===== src/rtl/sensor_reading_line_parser_defines.svh =====
// ----------------------------------------------------------------------------
// sensor reading line parser assertion macros
// shared property wrappers, compiled out when ASSERT_OFF is defined
// ----------------------------------------------------------------------------
`ifndef SENSOR_READING_LINE_PARSER_DEFINES_SVH
`define SENSOR_READING_LINE_PARSER_DEFINES_SVH
`ifndef ASSERT_OFF
// property must hold at every clock edge outside reset
`define SLP_ASSERT(lbl, clk, rst_n, prop, msg) \
    lbl: assert property (@(posedge clk) disable iff (!rst_n) (prop)) else $error(msg);
// expression must never be true outside reset
`define SLP_ASSERT_NEVER(lbl, clk, rst_n, expr, msg) \
    lbl: assert property (@(posedge clk) disable iff (!rst_n) !(expr)) else $error(msg);
`else
`define SLP_ASSERT(lbl, clk, rst_n, prop, msg)
`define SLP_ASSERT_NEVER(lbl, clk, rst_n, expr, msg)
`endif
`endif


===== src/rtl/slp_pkg.sv =====
// ----------------------------------------------------------------------------
// slp_pkg
// types and constants shared by the sensor reading line parser
// ----------------------------------------------------------------------------
package slp_pkg;

    localparam int CHANNEL_MAX    = 8;
    localparam int CONTROLLER_MAX = 7;
    localparam int Q_DEPTH        = 4;

    localparam logic [7:0] TAG_RESET = 8'd84;

    localparam logic [15:0] TEMP_LOW_MAG  = 16'd27300;
    localparam logic [15:0] TEMP_HIGH_MAG = 16'd30000;
    localparam logic signed [15:0] TEMP_LOW     = -16'sd27300;
    localparam logic signed [15:0] TEMP_HIGH    = 16'sd30000;
    localparam logic signed [15:0] TEMP_INVALID = -16'sd30000;
    localparam logic [15:0] ACCUM_SAT = 16'hFFFF;

    localparam logic [7:0] CH_NUL    = 8'h00;
    localparam logic [7:0] CH_LF     = 8'h0A;
    localparam logic [7:0] CH_TAB    = 8'h09;
    localparam logic [7:0] CH_VT     = 8'h0B;
    localparam logic [7:0] CH_FF     = 8'h0C;
    localparam logic [7:0] CH_CR     = 8'h0D;
    localparam logic [7:0] CH_SPACE  = 8'h20;
    localparam logic [7:0] CH_PLUS   = 8'h2B;
    localparam logic [7:0] CH_MINUS  = 8'h2D;
    localparam logic [7:0] CH_ZERO   = 8'h30;
    localparam logic [7:0] CH_NINE   = 8'h39;
    localparam logic [7:0] CH_EQUAL  = 8'h3D;
    localparam logic [7:0] CH_UNDER  = 8'h5F;

    // configuration register indexes
    localparam logic REG_TAG_CHAR  = 1'b0;
    localparam logic REG_EXP_CTRL  = 1'b1;

    typedef enum logic [2:0] {
        PH_START,
        PH_SKIP,
        PH_REJECT,
        PH_CTRL,
        PH_CHAN,
        PH_TEMP,
        PH_TAIL
    } t_phase;

    typedef enum logic [1:0] {
        ST_VALID,
        ST_BAD_TEMP,
        ST_REJECT
    } t_status;

    // classified character, as carried through the queue
    typedef struct packed {
        logic       is_end;
        logic       is_tag;
        logic       is_blank;
        logic       is_plus;
        logic       is_minus;
        logic       is_digit;
        logic       is_under;
        logic       is_equal;
        logic [3:0] digit;
    } t_char_info;

endpackage


===== src/rtl/slp_front.sv =====
// ----------------------------------------------------------------------------
// slp_front
// character classifier ahead of the queue
// ----------------------------------------------------------------------------
module slp_front
    import slp_pkg::*;
(
    input  logic [7:0]  i_char,
    input  logic [7:0]  i_tag_char,
    output t_char_info  o_info
);

    always_comb begin
        o_info.is_end   = (i_char == CH_LF) || (i_char == CH_NUL);
        o_info.is_tag   = (i_char == i_tag_char);
        o_info.is_blank = (i_char == CH_SPACE) || (i_char == CH_TAB) || (i_char == CH_VT)
                       || (i_char == CH_FF) || (i_char == CH_CR);
        o_info.is_plus  = (i_char == CH_PLUS);
        o_info.is_minus = (i_char == CH_MINUS);
        o_info.is_digit = (i_char >= CH_ZERO) && (i_char <= CH_NINE);
        o_info.is_under = (i_char == CH_UNDER);
        o_info.is_equal = (i_char == CH_EQUAL);
        // ascii digits sit at 0x30..0x39, low nibble is the value
        o_info.digit    = i_char[3:0];
    end

endmodule


===== src/rtl/slp_queue.sv =====
// ----------------------------------------------------------------------------
// slp_queue
// short fifo of classified characters between front and back
// ----------------------------------------------------------------------------
module slp_queue
    import slp_pkg::*;
(
    input  logic        i_clk,
    input  logic        i_rst_n,
    input  logic        i_push,
    input  t_char_info  i_data,
    output logic        o_full,
    output logic        o_valid,
    output t_char_info  o_data,
    input  logic        i_pop
);

    localparam int AW = $clog2(Q_DEPTH);
    localparam int CW = $clog2(Q_DEPTH + 1);

    t_char_info      r_mem [Q_DEPTH];
    logic [AW-1:0]   r_wr_ptr, n_wr_ptr;
    logic [AW-1:0]   r_rd_ptr, n_rd_ptr;
    logic [CW-1:0]   r_count, n_count;
    logic            do_push, do_pop;

    assign o_full  = (r_count == CW'(Q_DEPTH));
    assign o_valid = (r_count != '0);
    assign o_data  = r_mem[r_rd_ptr];

    assign do_push = i_push && !o_full;
    assign do_pop  = i_pop && o_valid;

    always_comb begin
        n_wr_ptr = r_wr_ptr;
        n_rd_ptr = r_rd_ptr;
        n_count  = r_count;
        if (do_push) begin
            n_wr_ptr = (r_wr_ptr == AW'(Q_DEPTH - 1)) ? '0 : r_wr_ptr + AW'(1);
        end
        if (do_pop) begin
            n_rd_ptr = (r_rd_ptr == AW'(Q_DEPTH - 1)) ? '0 : r_rd_ptr + AW'(1);
        end
        if (do_push && !do_pop) begin
            n_count = r_count + CW'(1);
        end else if (do_pop && !do_push) begin
            n_count = r_count - CW'(1);
        end
    end

    always_ff @(posedge i_clk) begin
        if (!i_rst_n) begin
            r_wr_ptr <= '0;
            r_rd_ptr <= '0;
            r_count  <= '0;
        end else begin
            r_wr_ptr <= n_wr_ptr;
            r_rd_ptr <= n_rd_ptr;
            r_count  <= n_count;
        end
    end

    always_ff @(posedge i_clk) begin
        if (do_push) begin
            r_mem[r_wr_ptr] <= i_data;
        end
    end

endmodule


===== src/rtl/slp_back.sv =====
// ----------------------------------------------------------------------------
// slp_back
// line parsing state machine and registered result slot
// ----------------------------------------------------------------------------
`include "sensor_reading_line_parser_defines.svh"

module slp_back
    import slp_pkg::*;
(
    input  logic               i_clk,
    input  logic               i_rst_n,
    input  logic [2:0]         i_exp_ctrl,
    input  logic               i_q_valid,
    input  t_char_info         i_info,
    output logic               o_pop,
    output logic               o_valid,
    input  logic               i_ready,
    output logic [1:0]         o_status,
    output logic [3:0]         o_channel,
    output logic               o_pair_index,
    output logic signed [15:0] o_temp_centi
);

    localparam logic [15:0] CHAN_LIMIT = 16'(CHANNEL_MAX * 10 + 9);
    localparam logic [3:0]  CTRL_LIMIT = 4'(CONTROLLER_MAX);

    t_phase       r_phase, n_phase;
    logic [15:0]  r_accum, n_accum;
    logic         r_neg, n_neg;
    logic         r_has, n_has;
    logic         r_sign, n_sign;
    logic [3:0]   r_saved_chan, n_saved_chan;
    logic         r_saved_pair, n_saved_pair;
    logic [3:0]   r_prev_lo, n_prev_lo;
    logic [3:0]   r_units, n_units;

    logic               r_out_valid;
    t_status            r_status;
    logic [3:0]         r_channel;
    logic               r_pair;
    logic signed [15:0] r_temp;

    logic [19:0]  times_ten;
    logic         ctrl_ok, chan_ok, temp_ok;
    logic         emit, out_free;
    t_status      res_status;
    logic [3:0]   res_chan;
    logic         res_pair;
    logic [15:0]  res_temp;

    assign times_ten = {r_accum, 3'b000} + {3'b000, r_accum, 1'b0} + {16'd0, i_info.digit};

    assign ctrl_ok = r_has && (r_accum == {13'd0, i_exp_ctrl})
                  && (!r_neg || (i_exp_ctrl == 3'd0))
                  && ({1'b0, i_exp_ctrl} <= CTRL_LIMIT);

    // tens is the accumulator before the last digit, units the last digit
    assign chan_ok = r_has && (!r_neg || (r_accum == 16'd0))
                  && (r_accum <= CHAN_LIMIT) && (r_units <= 4'd1);

    assign temp_ok = r_has && (r_accum != ACCUM_SAT)
                  && (r_neg ? (r_accum <= TEMP_LOW_MAG) : (r_accum <= TEMP_HIGH_MAG));

    always_comb begin
        emit       = 1'b0;
        res_status = ST_REJECT;
        res_chan   = 4'd0;
        res_pair   = 1'b0;
        res_temp   = TEMP_INVALID;
        if (i_info.is_end) begin
            unique case (r_phase)
                PH_TEMP, PH_TAIL: begin
                    emit     = 1'b1;
                    res_chan = r_saved_chan;
                    res_pair = r_saved_pair;
                    if (temp_ok) begin
                        res_status = ST_VALID;
                        res_temp   = r_neg ? (16'd0 - r_accum) : r_accum;
                    end else begin
                        res_status = ST_BAD_TEMP;
                    end
                end
                PH_REJECT, PH_CTRL, PH_CHAN: begin
                    emit = 1'b1;
                end
                default: begin
                    emit = 1'b0;
                end
            endcase
        end
    end

    assign out_free = !r_out_valid || i_ready;
    assign o_pop    = i_q_valid && (!emit || out_free);

    always_comb begin
        n_phase      = r_phase;
        n_accum      = r_accum;
        n_neg        = r_neg;
        n_has        = r_has;
        n_sign       = r_sign;
        n_saved_chan = r_saved_chan;
        n_saved_pair = r_saved_pair;
        n_prev_lo    = r_prev_lo;
        n_units      = r_units;
        if (i_info.is_end) begin
            n_phase      = PH_START;
            n_accum      = 16'd0;
            n_neg        = 1'b0;
            n_has        = 1'b0;
            n_sign       = 1'b0;
            n_saved_chan = 4'd0;
            n_saved_pair = 1'b0;
        end else begin
            unique case (r_phase)
                PH_START: begin
                    n_accum = 16'd0;
                    n_neg   = 1'b0;
                    n_has   = 1'b0;
                    n_sign  = 1'b0;
                    n_phase = i_info.is_tag ? PH_CTRL : PH_SKIP;
                end
                PH_CTRL, PH_CHAN, PH_TEMP: begin
                    if (!r_has && !r_sign && i_info.is_blank) begin
                        n_phase = r_phase;
                    end else if (!r_has && !r_sign && (i_info.is_plus || i_info.is_minus)) begin
                        n_sign = 1'b1;
                        n_neg  = i_info.is_minus;
                    end else if (i_info.is_digit) begin
                        n_accum   = (times_ten[19:16] != 4'd0) ? ACCUM_SAT : times_ten[15:0];
                        n_has     = 1'b1;
                        n_prev_lo = r_accum[3:0];
                        n_units   = i_info.digit;
                    end else if (r_phase == PH_CTRL) begin
                        if (ctrl_ok && i_info.is_under) begin
                            n_phase = PH_CHAN;
                            n_accum = 16'd0;
                            n_neg   = 1'b0;
                            n_has   = 1'b0;
                            n_sign  = 1'b0;
                        end else begin
                            n_phase = PH_REJECT;
                        end
                    end else if (r_phase == PH_CHAN) begin
                        if (chan_ok && i_info.is_equal) begin
                            n_saved_chan = r_prev_lo;
                            n_saved_pair = r_units[0];
                            n_phase      = PH_TEMP;
                            n_accum      = 16'd0;
                            n_neg        = 1'b0;
                            n_has        = 1'b0;
                            n_sign       = 1'b0;
                        end else begin
                            n_phase = PH_REJECT;
                        end
                    end else begin
                        n_phase = PH_TAIL;
                    end
                end
                PH_SKIP, PH_REJECT, PH_TAIL: begin
                    n_phase = r_phase;
                end
                default: begin
                    n_phase = PH_SKIP;
                end
            endcase
        end
    end

    always_ff @(posedge i_clk) begin
        if (!i_rst_n) begin
            r_phase      <= PH_START;
            r_accum      <= 16'd0;
            r_neg        <= 1'b0;
            r_has        <= 1'b0;
            r_sign       <= 1'b0;
            r_saved_chan <= 4'd0;
            r_saved_pair <= 1'b0;
            r_prev_lo    <= 4'd0;
            r_units      <= 4'd0;
        end else if (o_pop) begin
            r_phase      <= n_phase;
            r_accum      <= n_accum;
            r_neg        <= n_neg;
            r_has        <= n_has;
            r_sign       <= n_sign;
            r_saved_chan <= n_saved_chan;
            r_saved_pair <= n_saved_pair;
            r_prev_lo    <= n_prev_lo;
            r_units      <= n_units;
        end
    end

    always_ff @(posedge i_clk) begin
        if (!i_rst_n) begin
            r_out_valid <= 1'b0;
        end else if (o_pop && emit) begin
            r_out_valid <= 1'b1;
        end else if (i_ready) begin
            r_out_valid <= 1'b0;
        end
    end

    always_ff @(posedge i_clk) begin
        if (o_pop && emit) begin
            r_status  <= res_status;
            r_channel <= res_chan;
            r_pair    <= res_pair;
            r_temp    <= res_temp;
        end
    end

    assign o_valid      = r_out_valid;
    assign o_status     = r_status;
    assign o_channel    = r_channel;
    assign o_pair_index = r_pair;
    assign o_temp_centi = r_temp;

    `SLP_ASSERT(a_end_restarts, i_clk, i_rst_n, (o_pop && i_info.is_end) |=> (r_phase == PH_START), "line end did not restart parsing")
    `SLP_ASSERT_NEVER(a_chan_range, i_clk, i_rst_n, r_saved_chan > 4'(CHANNEL_MAX), "saved channel beyond limit")
    `SLP_ASSERT(a_valid_temp, i_clk, i_rst_n, (r_out_valid && (r_status == ST_VALID)) |-> ((r_temp >= TEMP_LOW) && (r_temp <= TEMP_HIGH)), "valid reading out of range")
    `SLP_ASSERT(a_reject_form, i_clk, i_rst_n, (r_out_valid && (r_status != ST_VALID)) |-> (r_temp == TEMP_INVALID), "bad result without invalid marker")
    `SLP_ASSERT(a_no_overwrite, i_clk, i_rst_n, (r_out_valid && !i_ready) |=> (r_out_valid && $stable(r_temp) && $stable(r_status)), "pending result overwritten")

endmodule


===== src/rtl/sensor_reading_line_parser.sv =====
// ----------------------------------------------------------------------------
// sensor_reading_line_parser
// frames tagged text lines and parses controller, sensor and temperature
// ----------------------------------------------------------------------------
// usage
//   input channel: one ascii character per transaction on i_char_in, taken
//   when i_valid and o_ready are both high. a line ends with 0x0a or 0x00.
//   output channel: one result per tagged line (status, channel, pair index,
//   temperature in hundredths of a degree), offered on o_valid until i_ready.
//   configuration: i_cfg_we writes i_cfg_data into register i_cfg_index
//   (0 tag character, 1 expected controller) at the clock edge; write only
//   while idle.
//   throughput: one character per cycle while o_ready is high, with one parse
//   step (one multiply-by-ten accumulate) in the back end for each character.
//   result path: a line end is written into the queue, popped by the back end,
//   and its result registered in the output slot.
//   stall: while a result waits, the back end keeps parsing characters that
//   give no result; the four-entry queue absorbs the rest, then o_ready drops.
//   reset: synchronous active-low, clears queue, parser state and the output
//   slot; tag character resets to 'T', expected controller to 0.
// ----------------------------------------------------------------------------
module sensor_reading_line_parser
    import slp_pkg::*;
(
    input  logic               i_clk,
    input  logic               i_rst_n,
    // configuration write port
    input  logic               i_cfg_we,
    input  logic               i_cfg_index,
    input  logic [7:0]         i_cfg_data,
    // character input
    input  logic               i_valid,
    output logic               o_ready,
    input  logic [7:0]         i_char_in,
    // result output
    output logic               o_valid,
    input  logic               i_ready,
    output logic [1:0]         o_status,
    output logic [3:0]         o_channel,
    output logic               o_pair_index,
    output logic signed [15:0] o_temp_centi
);

    // configuration registers
    logic [7:0] r_tag_char;
    logic [2:0] r_exp_ctrl;

    // front to queue to back
    t_char_info front_info;
    t_char_info q_info;
    logic       q_full;
    logic       q_valid;
    logic       q_pop;

    always_ff @(posedge i_clk) begin
        if (!i_rst_n) begin
            r_tag_char <= TAG_RESET;
            r_exp_ctrl <= 3'd0;
        end else if (i_cfg_we) begin
            unique case (i_cfg_index)
                REG_TAG_CHAR: r_tag_char <= i_cfg_data;
                REG_EXP_CTRL: r_exp_ctrl <= i_cfg_data[2:0];
                default:      r_tag_char <= r_tag_char;
            endcase
        end
    end

    // queue space is the only thing that holds off the sender
    assign o_ready = !q_full;

    // classify characters on arrival; tag compare happens here, so the user must
    // change the tag register only while the pipe is drained; not enforced here
    slp_front u_front (
        .i_char     (i_char_in),
        .i_tag_char (r_tag_char),
        .o_info     (front_info)
    );

    // decouples acceptance from result back-pressure
    slp_queue u_queue (
        .i_clk   (i_clk),
        .i_rst_n (i_rst_n),
        .i_push  (i_valid),
        .i_data  (front_info),
        .o_full  (q_full),
        .o_valid (q_valid),
        .o_data  (q_info),
        .i_pop   (q_pop)
    );

    // line state machine with the registered result slot
    slp_back u_back (
        .i_clk        (i_clk),
        .i_rst_n      (i_rst_n),
        .i_exp_ctrl   (r_exp_ctrl),
        .i_q_valid    (q_valid),
        .i_info       (q_info),
        .o_pop        (q_pop),
        .o_valid      (o_valid),
        .i_ready      (i_ready),
        .o_status     (o_status),
        .o_channel    (o_channel),
        .o_pair_index (o_pair_index),
        .o_temp_centi (o_temp_centi)
    );

endmodule


===== config.mk =====
export PLATFORM = sky130hd
export DESIGN_NAME = sensor_reading_line_parser
export DESIGN_NICKNAME = d
export VERILOG_FILES = /design/src/rtl/slp_pkg.sv /design/src/rtl/slp_front.sv /design/src/rtl/slp_queue.sv /design/src/rtl/slp_back.sv /design/src/rtl/sensor_reading_line_parser.sv
export VERILOG_INCLUDE_DIRS = /design/src /design/src/rtl
export SDC_FILE = /design/constraint.sdc
export NUM_CORES = 1
export LEC_CHECK = 0
export BUFFER_PORTS_ARGS = -buffer_cell sky130_fd_sc_hd__buf_2
export CAP_MARGIN = 25
export CORE_MARGIN = 3
export CORE_UTILIZATION = 55
export DETAILED_ROUTE_END_ITERATION = 8
export PLACE_DENSITY = 0.82
export SYNTH_ARGS = -nofsm -noshare
export SYNTH_HDL_FRONTEND = slang
export SYNTH_SLANG_ARGS = --single-unit

===== constraint.sdc =====
create_clock -name i_clk -period 11.25 [get_ports i_clk]
set_clock_uncertainty 0.1 [all_clocks]
set_input_delay 2.25 -clock i_clk [delete_from_list [all_inputs] [get_ports i_clk]]
set_output_delay 2.25 -clock i_clk [all_outputs]
set_load 0.01 [all_outputs]

==> results of run 1 <==
-- area by class of cell --
| cell class | instances | area [um2] |
|---|---|---|
| clock inverters | 12 | 103 |
| flip-flops and latches | 127 | 3250 |
| clock buffers | 20 | 489 |
| multi-input cells | 456 | 3410 |
| repair buffers | 50 | 285 |
| inverters | 20 | 75.1 |
| fillers | 963 | 4390 |
| well taps | 168 | 210 |
-- per-layer routing --
metal / share of wire, % / track usage [%] / vias to the layer above / wire length, um
met5: 0 / 0 / - / 0
met4: 2.3 / 10.1 / 0 / 333
met3: 6.4 / 5.22 / 40 / 937
met2: 51 / 37.6 / 238 / 7570
met1: 40 / 25.0 / 2416 / 5910
li1: - / - / 2467 / -
-- power breakdown --
group	total, mW	leakage, nW	switching (mW)	internal (mW)
logic	0.275	1.71	0.151	0.124
registers	0.574	1.09	0.0441	0.530
clock network	0.531	0.289	0.196	0.335
total	1.38	3.09	0.391	0.988
-- metrics by stage --
stage / instance area (um2) / cells
6_report: 7820 / 853
5_1_grt: 7820 / 853
4_1_cts: 7800 / 851
3_5_place_dp: 7210 / 819
3_3_place_gp: 7180 / 818
2_1_floorplan: 6990 / 633
-- final timing paths --
kind	to	slack [ps]	depth (start not counted)
worst min register to register	u_back.r_sign	360	1
worst max-delay path	u_back.r_accum[14]	6670	10
worst max register to register	u_back.r_accum[14]	6670	10
worst min-delay path	u_back.r_sign	360	1
-- placed cells by master, fill, tap and decap left out, types with 7 or more instances in the layout --
cell type and count:
mux2i_1 10, xnor2_1 16, clkbuf_16 19, mux4_2 10, and2_1 7, nand2_1 51, nor3_1 27, nand2b_1 8
nand4_1 17, a21oi_1 39, nand3_1 21, ha_1 39, nor2_1 41, a22o_1 10, buf_2 47, xor2_1 19
nand3b_1 7, inv_1 19, o21ai_0 15, edfxtp_1 71, dfxtp_1 56
-- state kept, by name, summed over array words and instances (netlist names), named ones only --
name	count
u_queue.r_count	3
u_back.r_has	1
u_back.r_units	4
u_queue.r_mem	48
r_tag_char	8
u_back.r_neg	1
u_back.r_sign	1
u_back.o_temp_centi	16
u_back.o_status	2
u_queue.r_rd_ptr	2
u_back.r_saved_chan	4
u_back.r_saved_pair	1
r_exp_ctrl	3
u_back.r_accum	16
u_back.r_phase	3
u_back.o_pair_index	1
u_back.o_channel	4
u_back.r_prev_lo	4
u_back.o_valid	1
u_queue.r_wr_ptr	2
-- kinds of logic after synthesis --
| logic type | Yosys count | synth area share [%] |
|---|---|---|
| compound gates | 129 | 13.5 |
| xor+xnor | 35 | 4.39 |
| fa+ha+maj | 43 | 7.99 |
| buf+inv | 50 | 4.67 |
| flops | 127 | 46.6 |
| mux | 22 | 5.41 |
| simple gates | 227 | 17.4 |
==> results.ini, run 1 <==
[outcome]
outcome = completed

[synth]
syn_area_per_cell_um2 = 11.0
synthArstFlopShare_pct = 0
synth_common_cells = 71 x edfxtp_1, 56 x dfxtp_1, 51 x nand2_1
ys_seq_area_share_pct = 46.6
synth_nets = 697
yosysUniqueCellTypes = 84
ys.flop_type = edfxtp_1
yosysTopAreaCell = edfxtp_1
synth_most_common_cell = edfxtp_1
synth_top_area_share_pct = 30.5
synth_edf_count = 71
yosys_warnings = 0
ys_ff_latch = 127
postSynthCellCount = 633
syn_area_mm2 = 0.00699
synthTopCellsByArea = edfxtp_1 31%, dfxtp_1 16%, ha_1 7.0%

[job]
max_cap_violations = 0

[pwr]
p_leak_nw = 3.09
ir_worst_vdd_uv = 112
p_per_area_mw_per_mm2 = 176
p_total_mw = 1.38

[floorplan]
die_w_um = 119
rows = 40
fp.dieArea_mm2 = 0.0141
coreArea_mm2 = 0.0122
ioPinCount = 47
start_util_pct = 57.2
die_h_um = 119

[sta]
rsz0062_at_grt = no
final.setup.tns_ps = 0
post-route-min-period_ps = 4580
setup_slack_ps = 6670
slew_violations = 0
max_freq_mhz = 218
finalSetupViolCount = 0
finalHoldViolCount = 0
max_slew_margin_pct = 41.9
period_share_pct = 40.7
holdWs_ps = 364
worst_slew_pin_slew_ps = 868

[grt]
grt_pass1_wl_um = 24300
track_usage_pct = 21.6
grt_max_degree = 28
antenna_found_initial = 0
grt_pass1_vias = 5065
overflow = 0

[clock_network]
ctsHtreeMaxLevel = 4
root_buffer = clkbuf_16
holdBufCountCts = 0
postCtsSetupBuffers = 0
numCtsBuffers = 17
insertion_delay_ps = 420
cts_tree = done
cts_buffer_depth = 2
cts.sinks = 127
cts.repair.resized = 0
path_clk_slew_ps = 60

[place]
dp_worst_setup_slack_ps = 6700
io_buffers = 46
dp_hpwl_um = 10400
gp_congestion = 0.890

[critical_path]
cp_data_arrival_time_ps = 4780
crit_family = compound AO/OA/AOI/OAI gates
path_class = flip-flop to flip-flop
start_kind = flip-flop
crit_path_max_fanout = 16
worstPathCellList = mux4_2, fa_1, ha_1, nor2b_1, o31a_1, o41ai_2, nand3_1, a32oi_2, nand3_1, a221o_1
critPathCaptureType = flip-flop
cp_num_buf_inv = 0
crit_top_cell = nand3_1
crit_slowest_cell = dfxtp_1
critPathMaxStageDelay_ps = 800
required_ps = 11450

[route]
route.vias.total = 5161
drc = 0
postRouteWirelength_um = 14700
drtIter0Drc = 403
drtAntennaViolNets = 0
firstDrtPassIters = 5
wl_per_cell_um = 17.3
vias_per_cell = 6.05

[cells_and_area]
insertedDiodeCount = 0
nets = 736
area_delta_synth_final_pct = 12.0
drive_above_1_share_pct = 18.1
final_util_pct = 64.1

[min_path]
min_from = u_back.r_sign
hp-class = flip-flop to flip-flop

(Power assumes the default switching activity.)
==> run 2, diff against run 1 <==
==> constraint.sdc (replaced) <==
create_clock -name i_clk -period 4.7 [get_ports i_clk]
set_clock_uncertainty 0.1 [all_clocks]
set_input_delay 0.94 -clock i_clk [delete_from_list [all_inputs] [get_ports i_clk]]
set_output_delay 0.94 -clock i_clk [all_outputs]
set_load 0.01 [all_outputs]
==> run 2 against run 1 <==
Against the previous run:
- first-iteration DRC count shrank 28%
- final area down 0.37%
- critical endpoint unchanged
- fmax up 9.1%
- sequential power rose by 130%
- clock-buffer cell count is 3 higher
- clock power up 130%
- critical path depth grew 2
- via count shrank 0.99%
- critical path type unchanged
- setup slack got worse by 6200 ps
- flip-flop and latch count unchanged
==> results.ini, run 2 (synthesis gave the netlist of run 1 again) <==
[critical_path]
worstPathCellList = mux4_2, ha_1, ha_1, inv_1, fa_1, nor2b_1, o31a_1, o41ai_2, nand3_1, a32oi_2, nand3_1, a221o_1  ; was mux4_2, fa_1, ha_1, nor2b_1, o31a_1, o41ai_2, nand3_1, a32oi_2, nand3_1, a221o_1
start_kind = flip-flop  ; unchanged
path_class = flip-flop to flip-flop  ; unchanged
cp_data_arrival_time_ps = 4400  ; was 4780 ps
crit_slowest_cell = a32oi_2  ; was dfxtp_1
rrSetupSlack_ps = 500  ; was 6670 ps
required_ps = 4900  ; was 11450 ps
critPathMaxStageDelay_ps = 670  ; was 800 ps
reg2reg_depth = 12  ; was 10
critPathCaptureType = flip-flop  ; unchanged
worstReg2RegEnd = u_back.r_accum[14]  ; unchanged
crit_path_max_fanout = 16  ; unchanged

[place]
post_dp_cell_area_mm2 = 0.00721  ; about the same
gp_congestion = 0.884  ; was 0.890
numPlacedInstances = 822  ; was 819
io_buffers = 46  ; unchanged
dp_hpwl_um = 10200  ; was 10400 um

[clock_network]
insertion_delay_ps = 410  ; was 420 ps
cts.sinks = 127  ; unchanged
path_clk_slew_ps = 50  ; was 60 ps
cts.repair.resized = 0  ; unchanged
ctsHtreeMaxLevel = 4  ; unchanged
postCtsSetupBuffers = 0  ; unchanged
holdBufCountCts = 0  ; unchanged
root_buffer = clkbuf_16  ; unchanged
numCtsBuffers = 17  ; unchanged
cts_buffer_depth = 2  ; unchanged
cts_tree = done  ; unchanged

[sta]
final.setup.tns_ps = 0  ; unchanged
finalHoldViolCount = 0  ; unchanged
worst_slew_pin_slew_ps = 758  ; was 868 ps
period_share_pct = 89.4  ; was 40.7%
rsz0062_at_grt = no  ; unchanged
post-route-min-period_ps = 4200  ; was 4580 ps
max_freq_mhz = 238  ; was 218 MHz
max_slew_margin_pct = 49.4  ; was 41.9%
finalSetupViolCount = 0  ; unchanged
slew_violations = 0  ; unchanged

[job]
max_cap_violations = 0  ; unchanged

[cells_and_area]
nets = 739  ; was 736
layout_commonest_cell = edfxtp_1  ; unchanged
layout.cells.non_filler = 856  ; was 853
drive_above_1_share_pct = 17.6  ; was 18.1%
fillers = 950  ; was 963
regArea_mm2 = 0.00325  ; unchanged
insertedDiodeCount = 0  ; unchanged
finalInstanceArea_mm2 = 0.00779  ; was 0.00782 mm2
largest_reg_flops = 48  ; unchanged
multi_input_area_mm2 = 0.00341  ; unchanged
area_delta_synth_final_pct = 11.6  ; was 12.0%
final_cell_mix = 71 x edfxtp_1, 56 x dfxtp_1, 51 x nand2_1  ; unchanged
top_register = u_queue.r_mem  ; unchanged

[outcome]
outcome = completed  ; unchanged

[pwr]
pwr-share-comb_pct = 20.9  ; was 19.9%
p_switching_mw = 0.890  ; was 0.391 mW
switching_share_pct = 27.3  ; was 28.4%
p_int_mw = 2.37  ; was 0.988 mW
p_per_area_mw_per_mm2 = 418  ; was 176 mW/mm2
power_frac_clock_pct = 37.9  ; was 38.5%
p_leak_nw = 3.08  ; was 3.09 nW
ir_worst_vdd_uv = 311  ; was 112 uV
p_seq_share_pct = 41.2  ; was 41.6%
p_total_mw = 3.26  ; was 1.38 mW

[grt]
track_usage_pct = 21.3  ; was 21.6%
grt_max_degree = 34  ; was 28
grt_pass1_vias = 5074  ; was 5065
grt_pass1_wl_um = 24200  ; was 24300 um
overflow = 0  ; unchanged
antenna_found_initial = 0  ; unchanged

[floorplan]
rows = 40  ; unchanged
coreArea_mm2 = 0.0122  ; unchanged
start_util_pct = 57.2  ; unchanged
fp.dieArea_mm2 = 0.0141  ; unchanged
ioPinCount = 47  ; unchanged
die_h_um = 119  ; unchanged
die_w_um = 119  ; unchanged

[route]
drtIter0Drc = 292  ; was 403
route.vias.total = 5110  ; was 5161
drc = 0  ; unchanged
drtAntennaViolNets = 0  ; unchanged
firstDrtPassIters = 5  ; unchanged
wl_per_cell_um = 16.9  ; was 17.3 um
vias_per_cell = 5.97  ; was 6.05
postRouteWirelength_um = 14400  ; was 14700 um

[min_path]
worstHoldPathCells = 2  ; was 1
hp-class = flip-flop to flip-flop  ; unchanged
min_from = u_back.r_saved_pair  ; was u_back.r_sign
holdPathEnd = u_back.r_saved_pair  ; was u_back.r_sign

run 2: changes by cell type in the layout (fill, tap and decap cells not counted):
| cell | delta |
|---|---|
| clkbuf_16 | -2 |
| buf_4 | +4 |
| inv_4 | -2 |
| clkinv_4 | -1 |
| bufinv_16 | +1 |
| buf_16 | -1 |
| inv_6 | -1 |
| clkinvlp_4 | -3 |
| clkinv_2 | +1 |
| clkinv_1 | +2 |
| clkbuf_1 | +4 |
| clkbuf_8 | +1 |
run 2: worst max-delay path: cells and delay by family (launching register included):
kind            cells  cell delay, ps
compound gates      4            1640
fa+ha+maj           3             800
buf+inv             1              80
flops               1             480
mux                 1             580
simple gates        3             430
run 2: worst max-delay path by stage:
stage,end,cells past startpoint
after floorplan,u_back.r_accum[4],12
after global placement,u_back.r_accum[14],10
after detailed placement,u_back.r_accum[14],10
after CTS,u_back.r_accum[14],12
after global routing,u_back.r_accum[14],12
final,u_back.r_accum[14],12
run 2: through the flow:
step	util [%]	hold slack [ps]	setup WS (ps)
6_report	63.8	365	499
4_1_cts	63.7	365	485
3_3_place_gp	59.1	344	693
3_5_place_dp	59.1	355	543
5_1_grt	63.8	380	190
2_1_floorplan	-	331	983
run 2: cell type report:
cell class | count | share of cell area, %
Multi-Input combinational cell | 456 | 43.7
Tap cell | 168 | 2.70
Clock inverter | 9 | 1.19
Sequential cell | 127 | 41.7
Clock buffer | 23 | 6.00
Timing Repair Buffer | 53 | 3.69
Inverter | 20 | 0.963
run 2: power by group through the flow:
| stage | sequential, mW | combinational (mW) | clock, mW |
|---|---|---|---|
| global placement | 1.36 | 0.646 | 0 |
| finish | 1.34 | 0.682 | 1.24 |
| floorplan | 1.34 | 0.552 | 0 |
| global route | 1.36 | 0.752 | 1.30 |
| detailed placement | 1.36 | 0.671 | 0 |
| CTS | 1.34 | 0.682 | 1.25 |
run 2: routing by layer:
| metal | GRT usage, % | share of wire [%] | up-vias |
|---|---|---|---|
| met1 | 24.8 | 42 | 2445 |
| li1 | - | - | 2467 |
| met3 | 4.59 | 5.7 | 29 |
| met4 | 7.97 | 1.9 | 0 |
| met2 | 38.1 | 51 | 169 |
| met5 | 0 | 0 | - |
==> run 3, diff against run 2 <==
--- a/config.mk
+++ b/config.mk
@@ -9,9 +9,10 @@
 export BUFFER_PORTS_ARGS = -buffer_cell sky130_fd_sc_hd__buf_2
 export CAP_MARGIN = 25
 export CORE_MARGIN = 3
-export CORE_UTILIZATION = 55
+export CORE_UTILIZATION = 53
 export DETAILED_ROUTE_END_ITERATION = 8
-export PLACE_DENSITY = 0.82
+export HOLD_SLACK_MARGIN = 0.05
+export PLACE_DENSITY = 0.79
 export SYNTH_ARGS = -nofsm -noshare
 export SYNTH_HDL_FRONTEND = slang
 export SYNTH_SLANG_ARGS = --single-unit
==> run 3 against run 2 <==
Against the previous run:
- sequential power is essentially flat
- critical path type unchanged
- clock power about the same
- fmax shrank 1.8%
- clock-buffer cell count rose by 2
- register-to-register slack worse by 80 ps
- final area hardly changed
- sequential share of layout area about the same
- hold slack worse by 4.5 ps
- largest cell class unchanged
==> results.ini, run 3 (synthesis gave the netlist of run 1 again) <==
[route]
drc = 0  ; unchanged
postRouteWirelength_um = 14300  ; was 14400 um
firstDrtPassIters = 7  ; was 5
route.vias.total = 5057  ; was 5110
drtIter0Drc = 364  ; was 292
vias_per_cell = 5.88  ; was 5.97
wl_per_cell_um = 16.7  ; was 16.9 um
drtAntennaViolNets = 0  ; unchanged

[cells_and_area]
largest_reg_flops = 48  ; unchanged
area_delta_synth_final_pct = 11.7  ; was 11.6%
nets = 739  ; unchanged
finalInstanceArea_mm2 = 0.00780  ; was 0.00779 mm2
layout_commonest_cell = edfxtp_1  ; unchanged
insertedDiodeCount = 0  ; unchanged
fillers = 980  ; was 950
top_register = u_queue.r_mem  ; unchanged
drive_above_1_share_pct = 17.4  ; was 17.6%
final_cell_mix = 71 x edfxtp_1, 56 x dfxtp_1, 51 x nand2_1  ; unchanged
final_util_pct = 61.1  ; was 63.8%

[grt]
grt_pass1_wl_um = 23900  ; was 24200 um
met3_usage_pct = 5.47  ; was 4.59%
antenna_found_initial = 0  ; unchanged
grt_util_met1_pct = 25.4  ; was 24.8%
grt_most_used_layer = met2  ; unchanged
track_usage_pct = 20.6  ; was 21.3%
grt_util_met2_pct = 34.9  ; was 38.1%
overflow = 0  ; unchanged
grt_max_degree = 24  ; was 34
grt_pass1_vias = 4947  ; was 5074

[clock_network]
insertion_delay_ps = 410  ; about the same
cts.repair.resized = 0  ; unchanged
root_buffer = clkbuf_16  ; unchanged
ctsHtreeMaxLevel = 4  ; unchanged
cts_buffer_depth = 2  ; unchanged
path_clk_slew_ps = 50  ; about the same
cts.sinks = 127  ; unchanged
holdBufCountCts = 0  ; unchanged
cts_tree = done  ; unchanged
numCtsBuffers = 17  ; unchanged
postCtsSetupBuffers = 0  ; unchanged

[min_path]
hp-class = flip-flop to flip-flop  ; unchanged

[critical_path]
rrSetupSlack_ps = 420  ; was 500 ps
worstReg2RegEnd = u_back.r_accum[14]  ; unchanged
cp_data_arrival_time_ps = 4460  ; was 4400 ps
reg2reg_depth = 10  ; was 12
setup.worst_path.end = u_back.r_accum[14]  ; unchanged
critPathCaptureType = flip-flop  ; unchanged
path_class = flip-flop to flip-flop  ; unchanged
crit_path_max_fanout = 16  ; unchanged
start_kind = flip-flop  ; unchanged
required_ps = 4890  ; was 4900 ps

[outcome]
outcome = completed  ; unchanged

[sta]
worst_slew_pin_slew_ps = 757  ; was 758 ps
final.setup.tns_ps = 0  ; unchanged
holdWs_ps = 361  ; was 365 ps
setup_slack_ps = 423  ; was 499 ps
post-route-min-period_ps = 4280  ; was 4200 ps
max_slew_margin_pct = 49.5  ; was 49.4%
finalSetupViolCount = 0  ; unchanged
slew_violations = 0  ; unchanged
finalHoldViolCount = 0  ; unchanged
period_share_pct = 91.0  ; was 89.4%
rsz0062_at_grt = no  ; unchanged
max_freq_mhz = 234  ; was 238 MHz

[floorplan]
die_h_um = 121  ; was 119 um
ioPinCount = 47  ; unchanged
die_w_um = 121  ; was 119 um
fp.dieArea_mm2 = 0.0146  ; was 0.0141 mm2
start_util_pct = 54.7  ; was 57.2%
coreArea_mm2 = 0.0128  ; was 0.0122 mm2
rows = 41  ; was 40

[pwr]
power_frac_clock_pct = 37.8  ; was 37.9%
ir_worst_vdd_uv = 283  ; was 311 uV
p_switching_mw = 0.889  ; was 0.890 mW
p_leak_nw = 3.08  ; about the same
p_seq_share_pct = 41.2  ; about the same
switching_share_pct = 27.2  ; was 27.3%
p_per_area_mw_per_mm2 = 418  ; about the same
pwr-share-comb_pct = 21.0  ; was 20.9%
p_int_mw = 2.37  ; about the same

[place]
dp_worst_setup_slack_ps = 492  ; was 543 ps
gp_congestion = 0.886  ; was 0.884
post_dp_cell_area_mm2 = 0.00722  ; was 0.00721 mm2
io_buffers = 46  ; unchanged
dp_hpwl_um = 10200  ; about the same

[job]
max_cap_violations = 0  ; unchanged

==> run 3: layout make-up <==
cell class	instances	area [um2]	share of cell area [%]
Multi-Input combinational cell	456	3410	43.7
Inverter	20	75.1	0.962
Clock inverter	7	86.3	1.11
Timing Repair Buffer	53	288	3.69
Clock buffer	25	475	6.09
Tap cell	172	215	2.76
Sequential cell	127	3250	41.7
==> run 3: worst min-delay path by stage <==
| stage | from | endpoint | slack (ps) | cells after the start |
|---|---|---|---|---|
| after floorplan | u_back.r_sign | u_back.r_sign | 330 | 1 |
| final | u_back.r_saved_chan[2] | u_back.r_saved_chan[2] | 360 | 2 |
| after detailed placement | u_back.r_saved_chan[0] | u_back.r_saved_chan[0] | 360 | 2 |
| after global placement | u_back.r_sign | u_back.r_sign | 350 | 1 |
| after global routing | u_back.r_saved_chan[0] | u_back.r_saved_chan[0] | 380 | 2 |
| after CTS | u_back.r_saved_chan[0] | u_back.r_saved_chan[0] | 360 | 2 |
==> run 3: critical path: stages, from the launching register on <==
cell and delay, ps:
dfxtp_1 510, mux4_2 590, fa_1 430, ha_1 340, nor2b_1 180, o31a_1 280
o41ai_2 360, nand3_1 210, a32oi_2 650, nand3_1 150, a221o_1 360
==> run 3: layer usage <==
| layer | routed length, um | vias up |
|---|---|---|
| met5 | 0 | - |
| met4 | 322 | 0 |
| met3 | 738 | 33 |
| met2 | 7130 | 160 |
| met1 | 6150 | 2403 |
| li1 | - | 2461 |
==> run 3: metrics by stage <==
stage                     cells  total power, mW
after global routing        860             3.41
after global placement      826             2.00
after floorplan             633             1.89
after CTS                   858             3.27
final                       860             3.26
after detailed placement    826             2.04
==> run 3: power by group through the flow <==
stage                     Sequential (mW)  Clock (mW)  Combinational [mW]
after detailed placement             1.37           0               0.677
after CTS                            1.34        1.25               0.682
after global placement               1.36           0               0.643
after floorplan                      1.34           0               0.552
after global routing                 1.35        1.30               0.762
final                                1.34        1.23               0.686
